File: config.mk
export PLATFORM = sky130hd
export DESIGN_NAME = near_rectangle_merge
export DESIGN_NICKNAME = d
export VERILOG_FILES = /design/src/sv/nrm_pkg.sv /design/src/sv/nrm_table.sv /design/src/sv/nrm_engine.sv /design/src/sv/near_rectangle_merge.sv
export SDC_FILE = /design/constraint.sdc
export NUM_CORES = 2
export LEC_CHECK = 0
export BUFFER_PORTS_ARGS = -buffer_cell sky130_fd_sc_hd__buf_4
export CAP_MARGIN = 15
export CORE_MARGIN = 2
export CORE_UTILIZATION = 45
export CTS_CLUSTER_SIZE = 8
export DETAILED_ROUTE_END_ITERATION = 12
export PLACE_DENSITY = 0.6
export SLEW_MARGIN = 20
export SYNTH_ARGS = -nofsm -noshare
export SYNTH_HDL_FRONTEND = slang
export SYNTH_SLANG_ARGS = --single-unit
File: constraint.sdc
create_clock -name clk -period 18.8 [get_ports clk]
set_input_delay 0.94 -clock clk [delete_from_list [all_inputs] [get_ports clk]]
set_output_delay 0.94 -clock clk [all_outputs]
set_load 0.01 [all_outputs]
File: src/sv/nrm_pkg.sv
// Shared types and constants for the near rectangle merge block.
// Used by the table, merge engine and top level; no dependencies.
`timescale 1ns / 1ps
`default_nettype none
package nrm_pkg;
    localparam int MAX_RECTS = 64;
    localparam int COORD_BITS = 12;
    localparam int SIZE_BITS = COORD_BITS + 1;
    localparam int IDX_BITS = $clog2(MAX_RECTS);
    localparam int CNT_BITS = $clog2(MAX_RECTS + 1);
    localparam int ENTRY_BITS = 2 * COORD_BITS + 2 * SIZE_BITS;

    typedef struct packed {
        logic [SIZE_BITS-1:0]  tall;
        logic [SIZE_BITS-1:0]  wide;
        logic [COORD_BITS-1:0] top;
        logic [COORD_BITS-1:0] left;
    } box_t;

    typedef struct packed {
        logic                we;
        logic [IDX_BITS-1:0] waddr;
        box_t                wdata;
        logic [IDX_BITS-1:0] raddr;
    } tbl_req_t;

    typedef enum logic [3:0] {
        ST_LOAD,
        ST_PASS_START,
        ST_RD_A,
        ST_RD_B,
        ST_TEST,
        ST_WR_A,
        ST_CMP_RD,
        ST_CMP_WR,
        ST_NEXT_I,
        ST_EMIT_RD,
        ST_EMIT_WAIT,
        ST_EMIT
    } state_t;

    // Nearness along one axis.
    function automatic logic axis_near(input logic [COORD_BITS-1:0] pa,
                                       input logic [SIZE_BITS-1:0] sa,
                                       input logic [COORD_BITS-1:0] pb,
                                       input logic [SIZE_BITS-1:0] sb,
                                       input logic [COORD_BITS-1:0] margin);
        logic [SIZE_BITS+1:0] lim;
        logic [COORD_BITS-1:0] gap;
        if (pb > pa)
        begin
            gap = pb - pa;
            lim = {2'b0, sa} + {{(SIZE_BITS-COORD_BITS+2){1'b0}}, margin};
        end
        else
        begin
            gap = pa - pb;
            lim = {2'b0, sb} + {{(SIZE_BITS-COORD_BITS+2){1'b0}}, margin};
        end
        return {{(SIZE_BITS-COORD_BITS+2){1'b0}}, gap} <= lim;
    endfunction

    // Bounding span along one axis, saturated to the size range.
    function automatic logic [SIZE_BITS-1:0] span(input logic [COORD_BITS-1:0] pa,
                                                  input logic [SIZE_BITS-1:0] sa,
                                                  input logic [COORD_BITS-1:0] pb,
                                                  input logic [SIZE_BITS-1:0] sb);
        logic [SIZE_BITS:0] ea;
        logic [SIZE_BITS:0] eb;
        logic [SIZE_BITS:0] hi;
        logic [COORD_BITS-1:0] lo;
        logic [SIZE_BITS:0] s;
        ea = {1'b0, sa} + {2'b0, pa};
        eb = {1'b0, sb} + {2'b0, pb};
        hi = (ea > eb) ? ea : eb;
        lo = (pa < pb) ? pa : pb;
        s = hi - {2'b0, lo};
        return s[SIZE_BITS] ? {SIZE_BITS{1'b1}} : s[SIZE_BITS-1:0];
    endfunction
endpackage
`default_nettype wire

File: src/sv/nrm_table.sv
// Rectangle table: one synchronous memory, one write and one read port.
// Depends on nrm_pkg.
`timescale 1ns / 1ps
`default_nettype none
module nrm_table
    import nrm_pkg::*;
(
    input  wire logic     clk,
    input  wire tbl_req_t req,
    output box_t          rdata
);
    box_t mem [MAX_RECTS];

    always_ff @(posedge clk)
    begin
        if (req.we)
        begin
            mem[req.waddr] <= req.wdata;
        end
        rdata <= mem[req.raddr];
    end
endmodule
`default_nettype wire

File: src/sv/nrm_engine.sv
// Load, merge and emit sequencer around the rectangle table.
// Depends on nrm_pkg and nrm_table.
`timescale 1ns / 1ps
`default_nettype none
module nrm_engine
    import nrm_pkg::*;
(
    input  wire logic                  clk,
    input  wire logic                  rst_n,
    input  wire logic [COORD_BITS-1:0] merge_dist,
    input  wire logic                  in_valid,
    output logic                       in_ready,
    input  wire box_t                  in_box,
    input  wire logic                  in_last,
    output logic                       out_valid,
    input  wire logic                  out_ready,
    output box_t                       out_box,
    output logic                       out_last,
    output logic                       out_ovf
);
    state_t state_reg, state_next;
    logic [CNT_BITS-1:0] count_reg, count_next;
    logic ovf_reg, ovf_next;
    logic [CNT_BITS-1:0] i_reg, i_next;
    logic [CNT_BITS-1:0] j_reg, j_next;
    logic [CNT_BITS-1:0] k_reg, k_next;
    logic any_reg, any_next;
    box_t acc_reg, acc_next;
    logic [MAX_RECTS-1:0] gone_reg, gone_next;
    box_t obox_reg, obox_next;
    logic olast_reg, olast_next;
    tbl_req_t req;
    box_t rdata;
    logic hit;
    box_t merged;

    nrm_table u_table (.clk(clk), .req(req), .rdata(rdata));

    always_comb
    begin
        hit = axis_near(acc_reg.left, acc_reg.wide, rdata.left, rdata.wide, merge_dist)
            && axis_near(acc_reg.top, acc_reg.tall, rdata.top, rdata.tall, merge_dist);
        merged.wide = span(acc_reg.left, acc_reg.wide, rdata.left, rdata.wide);
        merged.tall = span(acc_reg.top, acc_reg.tall, rdata.top, rdata.tall);
        merged.left = (acc_reg.left < rdata.left) ? acc_reg.left : rdata.left;
        merged.top = (acc_reg.top < rdata.top) ? acc_reg.top : rdata.top;
    end

    always_comb
    begin
        state_next = state_reg;
        count_next = count_reg;
        ovf_next = ovf_reg;
        i_next = i_reg;
        j_next = j_reg;
        k_next = k_reg;
        any_next = any_reg;
        acc_next = acc_reg;
        gone_next = gone_reg;
        obox_next = obox_reg;
        olast_next = olast_reg;
        unique case (state_reg)
            ST_LOAD:
            begin
                if (in_valid)
                begin
                    if (count_reg < CNT_BITS'(MAX_RECTS))
                    begin
                        count_next = count_reg + 1'b1;
                    end
                    else
                    begin
                        ovf_next = 1'b1;
                    end
                    if (in_last)
                    begin
                        state_next = ST_PASS_START;
                    end
                end
            end
            ST_PASS_START:
            begin
                i_next = '0;
                state_next = ST_NEXT_I;
            end
            ST_NEXT_I:
            begin
                if (i_reg + 1'b1 >= count_reg)
                begin
                    k_next = '0;
                    state_next = (count_reg == '0) ? ST_LOAD : ST_EMIT_RD;
                end
                else
                begin
                    state_next = ST_RD_A;
                end
            end
            ST_RD_A:
            begin
                j_next = i_reg + 1'b1;
                any_next = 1'b0;
                gone_next = '0;
                state_next = ST_RD_B;
            end
            ST_RD_B:
            begin
                if (j_reg == i_reg + 1'b1)
                begin
                    acc_next = rdata;
                end
                state_next = ST_TEST;
            end
            ST_TEST:
            begin
                if (hit)
                begin
                    acc_next = merged;
                    any_next = 1'b1;
                    gone_next[j_reg[IDX_BITS-1:0]] = 1'b1;
                end
                if (j_reg + 1'b1 < count_reg)
                begin
                    j_next = j_reg + 1'b1;
                    state_next = ST_RD_B;
                end
                else if (any_reg || hit)
                begin
                    state_next = ST_WR_A;
                end
                else
                begin
                    i_next = i_reg + 1'b1;
                    state_next = ST_NEXT_I;
                end
            end
            ST_WR_A:
            begin
                j_next = i_reg + 1'b1;
                k_next = i_reg + 1'b1;
                state_next = ST_CMP_RD;
            end
            ST_CMP_RD:
            begin
                if (j_reg >= count_reg)
                begin
                    count_next = k_reg;
                    state_next = ST_PASS_START;
                end
                else if (gone_reg[j_reg[IDX_BITS-1:0]])
                begin
                    j_next = j_reg + 1'b1;
                end
                else
                begin
                    state_next = ST_CMP_WR;
                end
            end
            ST_CMP_WR:
            begin
                j_next = j_reg + 1'b1;
                k_next = k_reg + 1'b1;
                state_next = ST_CMP_RD;
            end
            ST_EMIT_RD:
            begin
                state_next = ST_EMIT_WAIT;
            end
            ST_EMIT_WAIT:
            begin
                obox_next = rdata;
                olast_next = (k_reg + 1'b1 == count_reg);
                state_next = ST_EMIT;
            end
            ST_EMIT:
            begin
                if (out_ready)
                begin
                    if (olast_reg)
                    begin
                        count_next = '0;
                        ovf_next = 1'b0;
                        state_next = ST_LOAD;
                    end
                    else
                    begin
                        k_next = k_reg + 1'b1;
                        state_next = ST_EMIT_RD;
                    end
                end
            end
            default:
            begin
                state_next = ST_LOAD;
            end
        endcase
    end

    always_comb
    begin
        req = '0;
        in_ready = 1'b0;
        out_valid = 1'b0;
        unique case (state_reg)
            ST_LOAD:
            begin
                in_ready = 1'b1;
                req.we = in_valid && (count_reg < CNT_BITS'(MAX_RECTS));
                req.waddr = count_reg[IDX_BITS-1:0];
                req.wdata = in_box;
            end
            ST_RD_A:
            begin
                req.raddr = i_reg[IDX_BITS-1:0];
            end
            ST_RD_B:
            begin
                req.raddr = j_reg[IDX_BITS-1:0];
            end
            ST_WR_A:
            begin
                req.we = 1'b1;
                req.waddr = i_reg[IDX_BITS-1:0];
                req.wdata = acc_reg;
            end
            ST_CMP_RD:
            begin
                req.raddr = j_reg[IDX_BITS-1:0];
            end
            ST_CMP_WR:
            begin
                req.we = 1'b1;
                req.waddr = k_reg[IDX_BITS-1:0];
                req.wdata = rdata;
            end
            ST_EMIT_RD:
            begin
                req.raddr = k_reg[IDX_BITS-1:0];
            end
            ST_EMIT:
            begin
                out_valid = 1'b1;
            end
            default:
            begin
                req = '0;
            end
        endcase
    end

    // The read of entry i issued in ST_RD_A returns in the first ST_RD_B
    // cycle, where it is loaded into acc while the read of entry j is issued.
    always_ff @(posedge clk or negedge rst_n)
    begin
        if (!rst_n)
        begin
            state_reg <= ST_LOAD;
            count_reg <= '0;
            ovf_reg <= 1'b0;
        end
        else
        begin
            state_reg <= state_next;
            count_reg <= count_next;
            ovf_reg <= ovf_next;
        end
    end

    always_ff @(posedge clk)
    begin
        i_reg <= i_next;
        j_reg <= j_next;
        k_reg <= k_next;
        any_reg <= any_next;
        acc_reg <= acc_next;
        gone_reg <= gone_next;
        obox_reg <= obox_next;
        olast_reg <= olast_next;
    end

    assign out_box = obox_reg;
    assign out_last = olast_reg;
    assign out_ovf = ovf_reg;
endmodule
`default_nettype wire

File: src/sv/near_rectangle_merge.sv
// Top level of the near rectangle merge block: ports and config register.
// Depends on nrm_pkg and nrm_engine.
//
//  Channel  Direction  Content
//  s_axis   in         rectangle x, y, width, height; tlast ends the list
//  m_axis   out        merged rectangle; tlast marks the final one
//  cfg      in         merge distance register
//
// Loading accepts one rectangle per cycle. After the last rectangle, each
// merge pass walks the table: for each candidate i it reads entry i, tests
// each later entry against it, and on any merge writes i back and compacts
// the table; emission reads each result, then holds it in ST_EMIT.
// Reset clears the count, the drop flag and the distance register.
// A stalled output holds the merge sequencer in place.
`timescale 1ns / 1ps
`default_nettype none
module near_rectangle_merge
    import nrm_pkg::*;
(
    input  wire logic        clk,
    input  wire logic        rst_n,
    input  wire logic        cfg_valid,
    output logic             cfg_ready,
    input  wire logic [11:0] cfg_data,
    input  wire logic        s_axis_tvalid,
    output logic             s_axis_tready,
    input  wire logic [55:0] s_axis_tdata,  // rect_x, rect_y, rect_width, rect_height, zero pad
    input  wire logic        s_axis_tlast,
    output logic             m_axis_tvalid,
    input  wire logic        m_axis_tready,
    output logic [55:0]      m_axis_tdata,  // out_x, out_y, out_width, out_height, zero pad
    output logic             m_axis_tlast,
    output logic             m_axis_tuser   // overflow
);
    logic [COORD_BITS-1:0] dist_reg;
    box_t in_box;
    box_t out_box;

    always_ff @(posedge clk or negedge rst_n)
    begin
        if (!rst_n)
        begin
            dist_reg <= '0;
        end
        else if (cfg_valid)
        begin
            dist_reg <= cfg_data;
        end
    end

    assign cfg_ready = 1'b1;
    assign in_box = s_axis_tdata[ENTRY_BITS-1:0];
    assign m_axis_tdata = {{(56-ENTRY_BITS){1'b0}}, out_box};

    nrm_engine u_engine (
        .clk(clk),
        .rst_n(rst_n),
        .merge_dist(dist_reg),
        .in_valid(s_axis_tvalid),
        .in_ready(s_axis_tready),
        .in_box(in_box),
        .in_last(s_axis_tlast),
        .out_valid(m_axis_tvalid),
        .out_ready(m_axis_tready),
        .out_box(out_box),
        .out_last(m_axis_tlast),
        .out_ovf(m_axis_tuser)
    );
endmodule
`default_nettype wire
==> summary.md <==
| Metric | Value |
|---|---|
| Synth warnings | `0` |
| Syn avg cell area | `about 18 µm²` |
| Num CTS Buffers | `472` |
| Worst Setup EP | `u_engine.acc_reg[30]` |
| Gp weighted congestion | `0.887` |
| GRT Total Usage | `0.263` |
| Max Clock Skew | `0.0783 ns` |
| Slew HR | `0.176` |
| Cells after Synth | `8017` |
| Leakage | `about 54 nW` |
| Startpoint types | `register` |
| Setup tns final | `0 ns` |
| Number of synthesized flops with an enable pin | `3387` |
| Clock power share | `0.270` |
| # setup viols final | `0` |
| Die area | `321000 µm²` |
| Post-synthesis sequential area ratio | `0.725` |
| Nets | `between 8000 and 9000` |
| Crit Path Category | `register to register` |
| Number of port buffers | `approximately 120` |
| Die Y | `567 µm` |
| Crit-path most repeated cell | `buf_4` |
| Final Cycle Share | `0.411` |
| Switching Fraction | `0.362` |
| Clk buf depth | `4` |
| Register area | `103000 µm²` |
| Flip-flop count of the largest register after layout | `3200` |
| Final hold violation count | `0` |
| DRT Wirelength | `between 400 and 500 mm` |
| Synth Cell Area | `between 100000 and 150000 µm²` |
| Slew @ Worst Pin | `1.23 ns` |
| Min cycle time layout | `~7.7 ns` |
| P_int | `17.9 mW` |
| Htree depth | `5` |
| Number of distinct library cells after synthesis | `84` |
| DRT iter0 DRCs | `around 11000` |
| Critical Path Start | `u_engine.u_table.rdata[16]` |
| Sw power | `10.2 mW` |
| Vias per cell | `6.40` |
| Seq cells post-synth | `~3500` |
| Grt ovf | `0` |
| Chip width | `about 570 µm` |
| Sum of buffers and inverters on the critical path | `4` |
| Crit. path cell count | `24` |
| Pins Over Slew Limit | `0` |
| Logic pwr share | `0.372` |
| Multi-input gate area | `37900 µm²` |
| CP top delay family | `compound AO/OA/AOI/OAI gates` |
| Fin util | `0.517` |
| Initial antenna violation count | `28` |
| Post-route ant nets | `0` |
| Critical Path Fanout Max | `50` |
| Clock sink count | `3461` |
| First-pass GRT wire length | `roughly 600 mm` |
| Largest net degree at the start of global routing | `102` |
| Resize count post-CTS | `0` |
| RSZ-0062 raised after global routing | `no` |
| Slowest cell delay on critical path | `0.73 ns` |
| Async S/R FF share, synth | `0.00693` |
| Seq pwr share | `0.358` |
| Required @ worst endpoint | `19.37 ns` |
| Outcome | `complete, no violations` |
| Setup crit end kind | `register` |
| CTS clk-pin slew, worst paths | `0.06 ns` |
| Share of cells above drive strength 1 | `0.213` |
| Worst path cell trace | `inv_1, ha_1, nand4_1, a211oi_1, a2111oi_1, buf_4, nor2_2, buf_4, mux2_2, fa_1, a211oi_1, o21ai_0, a21oi_1, xnor2_1, ha_1, and2_1, a221o_1, a21o_1, a21oi_1, o21ai_0, o211ai_1, nand3_1, o41ai_2, buf_4` |
| Commonest non-fill, non-tap cell in the layout | `edfxtp_1` |
| Dominant synthesized flop cell | `edfxtp_1` |
| FF-to-FF End | `u_engine.acc_reg[30]` |
| Max Cap Violations | `0` |
| R2R setup slack | `11.08 ns` |
| Maximum clock frequency | `130 MHz` |
| CTS Hold Buffers Added | `1` |
| HPWL after detailed placement | `255 mm` |
| Worst VDD drop | `204 µV` |
| Root Driver | `clkbuf_16` |
| CP arrival | `8.28 ns` |
| Area growth syn-to-layout | `14.3%` |
| FILL cells | `roughly 25000` |
| Most frequent cells in the layout | `3387 x edfxtp_1, 685 x mux4_2, 556 x nand2_1, 475 x clkbuf_16, 401 x buf_4` |
| Hold WC Path Type | `input pin to register` |
| Crit-path slowest cell | `dfxtp_1` |
| Initial Util | `0.453` |
| Post-DR wirelength/cell | `33.6 µm` |
| Cell count of the worst hold path | `2` |
| Site Rows | `206` |
| Worst-skew pair later-pin latency | `0.98 ns` |
| Final worst setup slack | `11.08 ns` |
| Ports | `135` |
| Placeable Area | `roughly 310000 µm²` |
| Setup Fix Bufs, Post-CTS | `0` |
| R2r startpoint | `u_engine.u_table.rdata[16]` |
| Vias in the first global route | `80600` |
| Power Dens Cells | `about 170 nW/µm²` |
| Drt pass-1 iters | `6` |
| DRC | `0` |
| CTS tree | `built` |
| Worst Reg2Reg Path Length in Cells | `24` |
| Via count | `81600` |
| Dpl ws | `10.89 ns` |
-- Yosys cell counts (all sizes together), types with 15 or more instances --
cell type | instances | area share
xor2 | 51 | 0.0031
ha | 224 | 0.020
nand4 | 29 | 0.0013
nand3 | 152 | 0.0053
clkbuf | 247 | 0.0065
o21ai | 201 | 0.0071
nor2b | 21 | 0.00092
mux2i | 50 | 0.0035
dfxtp | 50 | 0.0070
o21a | 17 | 0.00090
inv | 115 | 0.0030
nand2b | 19 | 0.00083
buf | 201 | 0.0080
o211ai | 32 | 0.0017
nand2 | 586 | 0.015
nor3 | 80 | 0.0029
mux2 | 48 | 0.0038
edfxtp | 3387 | 0.71
o22ai | 50 | 0.0022
a31oi | 81 | 0.0036
mux4 | 685 | 0.11
nor2 | 342 | 0.0090
a31o | 15 | 0.00092
and2 | 25 | 0.0011
o2111ai | 16 | 0.00098
and3 | 97 | 0.0043
a221oi | 71 | 0.0044
a21o | 47 | 0.0025
o21bai | 21 | 0.0011
o221ai | 22 | 0.0014
a311oi | 34 | 0.0021
a22o | 76 | 0.0047
a211oi | 86 | 0.0045
dfrtp | 24 | 0.0042
a21oi | 294 | 0.010
a22oi | 216 | 0.011
nor4 | 31 | 0.0014
xnor2 | 76 | 0.0047
-- area by class of cell --
cell class	instances	share of cell area
flip-flops and latches	3461	0.634
multi-input cells	3995	0.232
clock buffers	580	0.0755
well taps	4160	0.0319
repair buffers	414	0.0199
clock inverters	27	0.00334
inverters	118	0.00272
diodes	8	0.000123
-- cell families after synthesis --
| kind of cell | count (synthesis) | share of synthesized area |
|---|---|---|
| other | 2 | 0.0000527 |
| xor gates and xnor gates | 127 | 0.00780 |
| and+or+nand+nor | 1439 | 0.0456 |
| AOI/OAI and AO/OA | 1403 | 0.0674 |
| adders and majority gates | 236 | 0.0213 |
| buffers and inverters | 566 | 0.0176 |
| DFF | 3461 | 0.725 |
| muxes | 783 | 0.116 |
-- per-layer routing --
metal | global-route usage | up-vias | wire length, µm
li1 | - | 33500 | -
met1 | 0.362 | 43200 | 170000
met2 | 0.422 | 4192 | 204000
met3 | 0.0491 | 709 | 40700
met4 | 0.0864 | 14 | 14400
met5 | 0 | - | 86
-- through the flow --
step | cells | total power, mW | area, µm² | hold slack (ns)
global route | 12800 | 29.3 | 163000 | 0.185
detailed placement | 12100 | 20.4 | 150000 | 0.532
finish | 12800 | 28.1 | 163000 | 0.200
floorplan | 8022 | 17.0 | 143000 | 0.474
CTS | 12800 | 28.0 | 163000 | 0.145
global placement | 12100 | 20.3 | 150000 | 0.537
-- worst min-delay path by stage --
stage / endpoint / slack [ns] / startpoint
floorplan: u_engine.out_box[37] / 0.47 / u_engine.u_table.rdata[37]
global placement: u_engine.out_ovf / 0.54 / u_engine.out_ovf
detailed placement: u_engine.out_ovf / 0.53 / u_engine.out_ovf
CTS: dist_reg[1] / 0.15 / cfg_data[1]
global route: dist_reg[5] / 0.19 / cfg_data[5]
finish: dist_reg[2] / 0.20 / cfg_data[2]
-- power by group through the flow --
stage               Sequential (mW)  Clock [mW]  Combinational (mW)
global route                   10.1        8.01                11.2
CTS                            10.0        7.69                10.3
detailed placement             10.2           0                10.3
global placement               10.2           0                10.1
floorplan                      10.1           0                6.88
finish                         10.0        7.59                10.4
(Power assumes the default switching activity.)
